$ cat src/sv/mfdl_pkg.sv
// shared types and constants for the modulated fractional delay line
// no dependencies; imported by the interface users, controller, datapath and top level
`default_nettype none

package mfdl_pkg;

  localparam int LINE_LENGTH_DEFAULT = 4096;
  localparam int FRAC_BITS           = 8;
  localparam int SAMPLE_W            = 24;
  localparam int DELAY_W             = 24;
  localparam int GAIN_W              = 15;
  localparam int GAIN_FRAC           = 15;
  localparam int CFG_INDEX_W         = 8;
  localparam int CFG_VALUE_W         = 16;

  // configuration register indexes
  localparam logic [CFG_INDEX_W-1:0] REG_FEEDBACK_GAIN      = CFG_INDEX_W'(0);
  localparam logic [CFG_INDEX_W-1:0] REG_INTERPOLATE_ENABLE = CFG_INDEX_W'(1);

  typedef struct packed {
    logic signed [SAMPLE_W-1:0] sample_in;
    logic        [DELAY_W-1:0]  delay_q8;
  } in_item_t;

  typedef struct packed {
    logic signed [SAMPLE_W-1:0] sample_out;
  } out_item_t;

  typedef struct packed {
    logic [CFG_INDEX_W-1:0] index;
    logic [CFG_VALUE_W-1:0] value;
  } cfg_item_t;

  typedef enum logic [2:0] {
    S_IDLE,
    S_ADDR,
    S_READ,
    S_MUL,
    S_MIX,
    S_SCALE,
    S_WRITE
  } state_t;

  // controller to datapath, at most one step of the item schedule per cycle
  typedef struct packed {
    logic load_in;
    logic calc_addr;
    logic mem_read;
    logic mul;
    logic mix;
    logic scale;
    logic commit;
  } cmd_t;

  // datapath to controller
  typedef struct packed {
    logic out_free;
  } status_t;

endpackage

`default_nettype wire

$ cat src/sv/mfdl_ctrl.sv
// item sequencer for the delay line: walks each item through address, read,
// interpolate, feedback and write-back steps; depends on mfdl_pkg
`default_nettype none

module mfdl_ctrl
  import mfdl_pkg::*;
(
  input  wire logic    clk,
  input  wire logic    rst,
  input  wire logic    in_valid,
  output logic         in_ready,
  input  wire status_t status,
  output cmd_t         cmd
);

  state_t state;
  state_t state_next;

  always_ff @(posedge clk) begin
    if (rst) begin
      state <= S_IDLE;
    end else begin
      state <= state_next;
    end
  end

  always_comb begin
    state_next = state;
    unique case (state)
      S_IDLE:  if (in_valid) state_next = S_ADDR;
      S_ADDR:  state_next = S_READ;
      S_READ:  state_next = S_MUL;
      S_MUL:   state_next = S_MIX;
      S_MIX:   state_next = S_SCALE;
      S_SCALE: state_next = S_WRITE;
      S_WRITE: if (status.out_free) state_next = S_IDLE;
      default: state_next = S_IDLE;
    endcase
  end

  always_comb begin
    cmd      = '0;
    in_ready = 1'b0;
    unique case (state)
      S_IDLE: begin
        in_ready    = 1'b1;
        cmd.load_in = in_valid;
      end
      S_ADDR:  cmd.calc_addr = 1'b1;
      S_READ:  cmd.mem_read  = 1'b1;
      S_MUL:   cmd.mul       = 1'b1;
      S_MIX:   cmd.mix       = 1'b1;
      S_SCALE: cmd.scale     = 1'b1;
      S_WRITE: cmd.commit    = status.out_free;
      default: cmd = '0;
    endcase
  end

  // a result only goes out when the output register can take it
  a_commit_free: assert property (@(posedge clk) disable iff (rst)
    cmd.commit |-> status.out_free)
    else $error("commit while output register is occupied");

  // an accepted item goes straight on to address computation
  a_load_then_addr: assert property (@(posedge clk) disable iff (rst)
    cmd.load_in |=> cmd.calc_addr)
    else $error("accepted item not followed by address step");

  // read data is consumed in the cycle after the read
  a_read_then_mul: assert property (@(posedge clk) disable iff (rst)
    cmd.mem_read |=> cmd.mul)
    else $error("memory read not followed by interpolation multiply");

  a_one_step: assert property (@(posedge clk) disable iff (rst)
    $onehot0(cmd))
    else $error("more than one datapath step commanded");

endmodule

`default_nettype wire

$ cat config.mk
export PLATFORM = sky130hd
export DESIGN_NAME = mfdl_ctrl
export DESIGN_NICKNAME = d
export VERILOG_FILES = /design/src/sv/mfdl_pkg.sv /design/src/sv/mfdl_ctrl.sv
export SDC_FILE = /design/constraint.sdc
export NUM_CORES = 1
export LEC_CHECK = 0
export ABC_AREA = 0
export ABC_CLOCK_PERIOD_IN_PS = 800
export BUFFER_PORTS_ARGS = -buffer_cell sky130_fd_sc_hd__buf_2
export CAP_MARGIN = 0
export CORE_AREA = 2 2 39 41
export CTS_CLUSTER_SIZE = 10
export DETAILED_ROUTE_END_ITERATION = 16
export DIE_AREA = 0 0 41 43
export PLACE_DENSITY = 0.47
export SLEW_MARGIN = 0
export SYNTH_ARGS = -nofsm -noshare
export SYNTH_HDL_FRONTEND = slang
export SYNTH_SLANG_ARGS = --single-unit
$ cat constraint.sdc
create_clock -name clk -period 0.8 [get_ports clk]
set_input_delay 0.12 -clock clk [delete_from_list [all_inputs] [get_ports clk]]
set_output_delay 0.12 -clock clk [all_outputs]
set_load 0.05 [all_outputs]
; ---- Yosys cells after proc, flatten, opt, wreduce, memory -nomap -nowiden
; Cells that the tools add are included.
[word_totals]
wordCells = 22
regBits = 3
inputBits = 4
[classes]
muxes = 11
reduce_logical = 2
n_eq_ne = 8
[op_table]
columns = operator, n
row1 = $pmux W3 S7, 1
row2 = $eq A3 B3 Y1 const B, 3
row3 = $mux W1, 8
row4 = $eq A3 B2 Y1 const B, 2
row5 = $mux W3, 2
row6 = $ne A2 B2 Y1 const B, 2
row7 = $eq A3 B1 Y1 const B, 1
row8 = $logic_not A3 Y1, 1
row9 = $reduce_and A2 Y1, 1

; ---- Longest topological paths before layout
; Gate-level depths: netlist (run 1).
[depth]
word_depth = 3
depth_mapped = 4
depth_no_buf = 3

; ---- Least setup slack after synthesis (run 1)
; No wires, ideal clock.
[synth_timing]
path_type = flip-flop to output port
from = register state[2]
to = output cmd[6] (netlist name)
path_slack_ns = -0.980
path_buffers = 1
path_stages_with_launch = 4
arrival_time_ns = 1.660
path_cell_list = dfxtp_1 > buf_4 > nor3_2 > and2_1
[synth_lines]
columns = element, line_no
row1 = start: declaration, mfdl_ctrl.sv:16  ; state_t state;
row2 = start signal: assignment, mfdl_ctrl.sv:23  ; state <= state_next;
row3 = end: declaration, mfdl_ctrl.sv:13  ; output cmd_t cmd

==> results of run 1 <==
[cells by family after synthesis]
logic type             after synthesis  share of synthesized area, %
and+or+nand+nor                     15                          40.8
AOI/OAI and AO/OA                    4                          14.8
buffers and inverters                4                          14.8
DFF                                  3                          29.6
[where the power goes]
group	switching [mW]	internal [mW]	total, mW	leakage, nW
sequential	0.0314	0.164	0.195	0.0264
clock	0.0906	0.188	0.278	0.0150
combinational	0.190	0.174	0.364	0.172
total	0.312	0.526	0.838	0.214
[stage by stage]
step | util [%] | setup WS [ps] | TNS (ps) | cell area, µm² | hold slack (ps)
floorplan | - | -575 | -3700 | 231 | 189
global placement | 23.2 | -334 | -3050 | 322 | 334
detailed placement | 23.2 | -352 | -3170 | 322 | 335
CTS | 34.2 | -428 | -3610 | 473 | 75.0
global route | 36.3 | -492 | -4300 | 503 | 70.6
finish | 36.3 | -430 | -3790 | 503 | 86.2
[cells in the mapped netlist, drive strengths merged]
cell,n
buf,3
nor3b,1
a2111oi,1
nand2b,1
dfxtp,3
a21oi,2
and2,1
inv,1
nand2,2
nand3b,1
nor2,3
nor3,5
and3,1
o21ai,1
[worst max-delay path, cell delays in order, from the launching register on]
cell     delay (ps)
dfxtp_4         380
buf_6           120
nor3b_2         190
buf_6           180
[cell type report]
cell class | instances | area share (%)
flip-flops and latches | 3 | 13.7
multi-input cells | 19 | 32.8
inverters | 1 | 0.746
well taps | 16 | 3.98
clock buffers | 4 | 5.22
repair buffers | 23 | 43.5
[worst paths after layout]
path | start | endpoint | slack, ps | cells past startpoint
min reg2reg | state[0] | state[0] | 510 | 1
min | rst | state[1] | 90 | 2
max reg2reg | state[1] | state[0] | -270 | 3
max | state[0] | cmd[4] | -430 | 3
[per-layer routing]
metal / part of all wire [%] / global-route usage, % / wire length [µm] / vias up
li1: - / - / - / 136
met3: 7.3 / 7.85 / 55 / 0
met5: 0 / 0 / 0 / -
met2: 52 / 15.6 / 394 / 12
met4: 0 / 4.00 / 0 / 0
met1: 40 / 11.5 / 305 / 125
[what timing repair did]
item / CTS / global route
setup buffers: 4 / 2
resized for setup: 32 / 4
pin swaps: 6 / 4
setup endpoints to repair: 11 / 11
[layout by cell type (no fill, tap or decap)]
cell type / synthesis / routed
a21oi_1: 2 / 1
nor2_1: 3 / 1
buf_4: 2 / 5
nor3_1: 4 / 2
nand2b_4: 0 / 1
clkbuf_1: 0 / 1
nand2_2: 0 / 1
a21oi_2: 0 / 1
o21ai_2: 0 / 1
nand3b_1: 1 / 1
and3_2: 0 / 1
clkbuf_4: 0 / 3
buf_2: 0 / 4
nor3_2: 1 / 2
buf_6: 1 / 13
dfxtp_2: 0 / 1
inv_1: 1 / 1
dfxtp_4: 0 / 2
nand2_1: 2 / 1
and2_4: 0 / 1
nor2_4: 0 / 1
buf_8: 0 / 1
nor2_2: 0 / 1
nor3b_2: 0 / 1
a2111oi_2: 1 / 1
nor3_4: 0 / 1
==> results_dict.tcl, run 1 <==
set metrics [dict create \
    status "complete, but fails checks" \
    violations "setup timing" \
    drv_slew 0 \
    setup_viol 11 \
    viasPerCell 4.14 \
    post_drt_wl_per_cell_um 11.4 \
    max_freq_mhz 813 \
    yosys.area.top_type "dfxtp_1" \
    gp_congestion 0.733 \
    syn_to_final_growth_pct 148 \
    grt.overflow.total 0 \
    drt_pass1_iterations 1 \
    wl_um 755 \
    io_buffers 11 \
    largest_reg_flops 3 \
    synthTopCellsByArea "dfxtp_1 30%, nor3_1 9.9%, a2111oi_2 7.4%" \
    hp-class "primary input to register" \
    required_ps 680 \
    cts_tree "done" \
    endpoint_kind "primary output" \
    core_area_um2 1380 \
    worst_pin_slew_ps 260 \
    num_antenna_cells 0 \
    clk_pin_slew_worst_paths_ps 40 \
    netlist_area_um2 203 \
    cp-start-kind "register" \
    yosysSeqAreaShare_pct 29.6 \
    syn_area_per_cell_um2 7.80 \
    rsz0062_at_grt "yes" \
    grt_usage_pct 10.7 \
    dr.first_iter.drc_count 0 \
    min_period_over_period_pct 154 \
    synthDominantCellAreaShare_pct 29.6 \
    slew_headroom_pct 82.7 \
    top_register "state" \
    synthDistinctLibCells 16 \
    nets 55 \
    ys_ff_latch 3 \
    skew_ps 2.12 \
    timing.critical_path.fanout_max 7 \
    htreeDepth 1 \
    regArea_um2 68.8 \
    peakVddDrop_v 0.000655 \
    numClockSinks 3 \
    start_util_pct 14.6 \
    insertion_delay_ps 240 \
    multi_input_area_um2 165 \
    clockBufferDepth 2 \
    drc 0 \
    synth_nets 30 \
    arrival_ps 1110 \
    antenna_found_initial 0 \
    die_w_um 41 \
    final_cell_count_no_fill 66 \
    rows 14 \
    holdBufCountCts 0 \
    fillers 144 \
    cts-root-buf "clkbuf_4" \
    max_cap_viol_count 0 \
    drive_gt1_share_pct 84.0 \
    power.density_nw_per_um2 1670 \
    synth_cells 26 \
    hpwl_um 413 \
    min_period_ps 1230 \
    grt_pass1_vias 274 \
    p_leak_nw 0.214 \
    io_pins 12 \
    die-area_um2 1760 \
    die_h_um 43 \
    finalHoldViolCount 0 \
    vias 273 \
    dp.cells 56 \
    reg_top3 "state: 3 flops" \
    ant_nets 0 \
    worstSetupPathType "register to primary output" \
    cts_buffers 3 \
    total_power_uw 838 \
    grt_first_pass_wirelength_um 1170 \
    ys.warnings.count 0 \
    grt_max_degree 8 \
    post-route-worst-setup-slack_ps -430 \
]
Power figures use the tool's default switching activity.
==> run 2, diff against run 1 <==
- SETUP_SLACK_MARGIN: unset -> 0.02
==> run 2 against run 1 <==
Compared with the run above:
- the flow still finishes with violations (setup timing)
- critical path depth did not move
- clock skew rose by 0.54 ps
- clock power barely moved
- clock-buffer cell count did not move
- total power fell by 3.5%
- critical path type unchanged
==> results_dict.tcl, run 2 (synthesized netlist as in run 1, its figures left out) <==
set metrics [dict create \
    slew_headroom_pct 83.6 \
    fillers 143 \
    clockBufferDepth 2 \
    max_freq_mhz 824 \
    hold_depth 2 \
    finalHoldViolCount 0 \
    nets 50 \
    vias 247 \
    die-area_um2 1760 \
    grt_first_pass_wirelength_um 959 \
    rrSetupSlack_ps -140 \
    min_period_over_period_pct 152 \
    hpwl_um 384 \
    wl_met2_um 283 \
    dr.first_iter.drc_count 2 \
    io_pins 12 \
    cts-root-buf "clkbuf_4" \
    final_area_um2 480 \
    arrival_ps 1090 \
    status "complete, but fails checks" \
    viasPerCell 4.05 \
    start_util_pct 14.6 \
    endpoint_kind "primary output" \
    die_w_um 41 \
    htreeDepth 1 \
    pre_cts_slack_ps -326 \
    r2r-start "state[1]" \
    reg_top3 "state: 3 flops" \
    post_drt_wl_per_cell_um 9.39 \
    grt.overflow.total 0 \
    dp.cells 56 \
    post-route-worst-setup-slack_ps -413 \
    gp_congestion 0.751 \
    p_sw_share_pct 37.6 \
    cts_buffers 3 \
    rr_worst_depth 2 \
    drt_pass1_iterations 2 \
    clock_power_share_pct 34.1 \
    holdPathEnd "state[1]" \
    insertion_delay_ps 240 \
    p_seq_share_pct 24.2 \
    io_buffers 11 \
    drv_slew 0 \
    worst_pin_slew_ps 245 \
    dr_wl_met3_um 43 \
    drive_gt1_share_pct 77.8 \
    hp-class "primary input to register" \
    power_switching_uw 304 \
    peakVddDrop_v 0.000488 \
    grt_max_degree 10 \
    drc 0 \
    grt_usage_pct 8.83 \
    cts_tree "done" \
    skew_ps 2.65 \
    ant_nets 0 \
    routed.top_layer "met3" \
    cp-start-kind "register" \
    die_h_um 43 \
    wl_um 573 \
    rows 14 \
    internal-power_uw 505 \
    timing.critical_path.fanout_max 9 \
    syn_to_final_growth_pct 137 \
    max_cap_viol_count 0 \
    setup_viol 11 \
    worstHoldStart "rst" \
    p_leak_nw 0.192 \
    final_cell_count_no_fill 61 \
    core_area_um2 1380 \
    combinationalPowerShare_pct 41.7 \
    largest_reg_flops 3 \
    power.density_nw_per_um2 1680 \
    clk_pin_slew_worst_paths_ps 40 \
    num_antenna_cells 0 \
    rsz0062_at_grt "yes" \
    layout_commonest_cell "buf_6" \
    numClockSinks 3 \
    post_dp_cell_area_um2 322 \
    violations "setup timing" \
    grt_pass1_vias 231 \
    r2r-end "state[0]" \
    wl_met1_um 246 \
    required_ps 680 \
    top_register "state" \
    worstSetupPathType "register to primary output" \
    min_period_ps 1210 \
    antenna_found_initial 0 \
]
## run 2: timing repair
item / in CTS / in global routing
setup buffers: 1 / 0
pin swaps: 1 / 3
gates resized for setup: 26 / 11
setup endpoints to repair: 11 / 11
hold buffers: 0 / 0
## run 2: stage by stage
step / hold slack [ps] / utilization (%) / power (mW) / setup TNS [ps]
after detailed placement: 337 / 23.2 / 0.439 / -2860
after global placement: 333 / 23.2 / 0.440 / -2810
after global routing: 67.6 / 34.7 / 0.874 / -3850
final: 81.8 / 34.7 / 0.808 / -3260
after floorplan: 189 / - / 0.389 / -3560
after CTS: 72.8 / 31.3 / 0.785 / -3520
## run 2: critical path, stage by stage, from the launching register on
cell	delay, ps
dfxtp_4	370
nor3_4	190
and2_4	160
buf_8	130
## run 2: area by class of cell
type                    count  area [µm²]  share of cell area, %
repair buffers             18         180                   37.5
multi-input cells          19         174                   36.2
flip-flops and latches      3        71.3                   14.8
clock buffers               4        26.3                   5.47
well taps                  16        20.0                   4.17
inverters                   1        8.76                   1.82
## run 2: how the worst max path moves through the flow
stage                         from     end  slack [ps]  depth (start not counted)
after floorplan           state[1]  cmd[6]        -570                          3
after global placement    state[1]  cmd[4]        -320                          2
after detailed placement  state[1]  cmd[4]        -330                          2
after CTS                 state[0]  cmd[4]        -430                          3
after global routing      state[0]  cmd[4]        -460                          3
final                     state[1]  cmd[6]        -410                          3
## run 2: layer usage
metal,vias up,global-route usage (%)
met5,-,0
met4,0,10.0
met3,0,4.71
met2,10,8.75
met1,108,11.5
li1,129,-
## run 2: power by group through the flow
stage | logic, mW | registers (mW) | clock network, mW
after CTS | 0.306 | 0.190 | 0.289
after global routing | 0.356 | 0.199 | 0.319
after global placement | 0.248 | 0.192 | 0
after detailed placement | 0.247 | 0.192 | 0
after floorplan | 0.219 | 0.170 | 0
final | 0.337 | 0.196 | 0.276
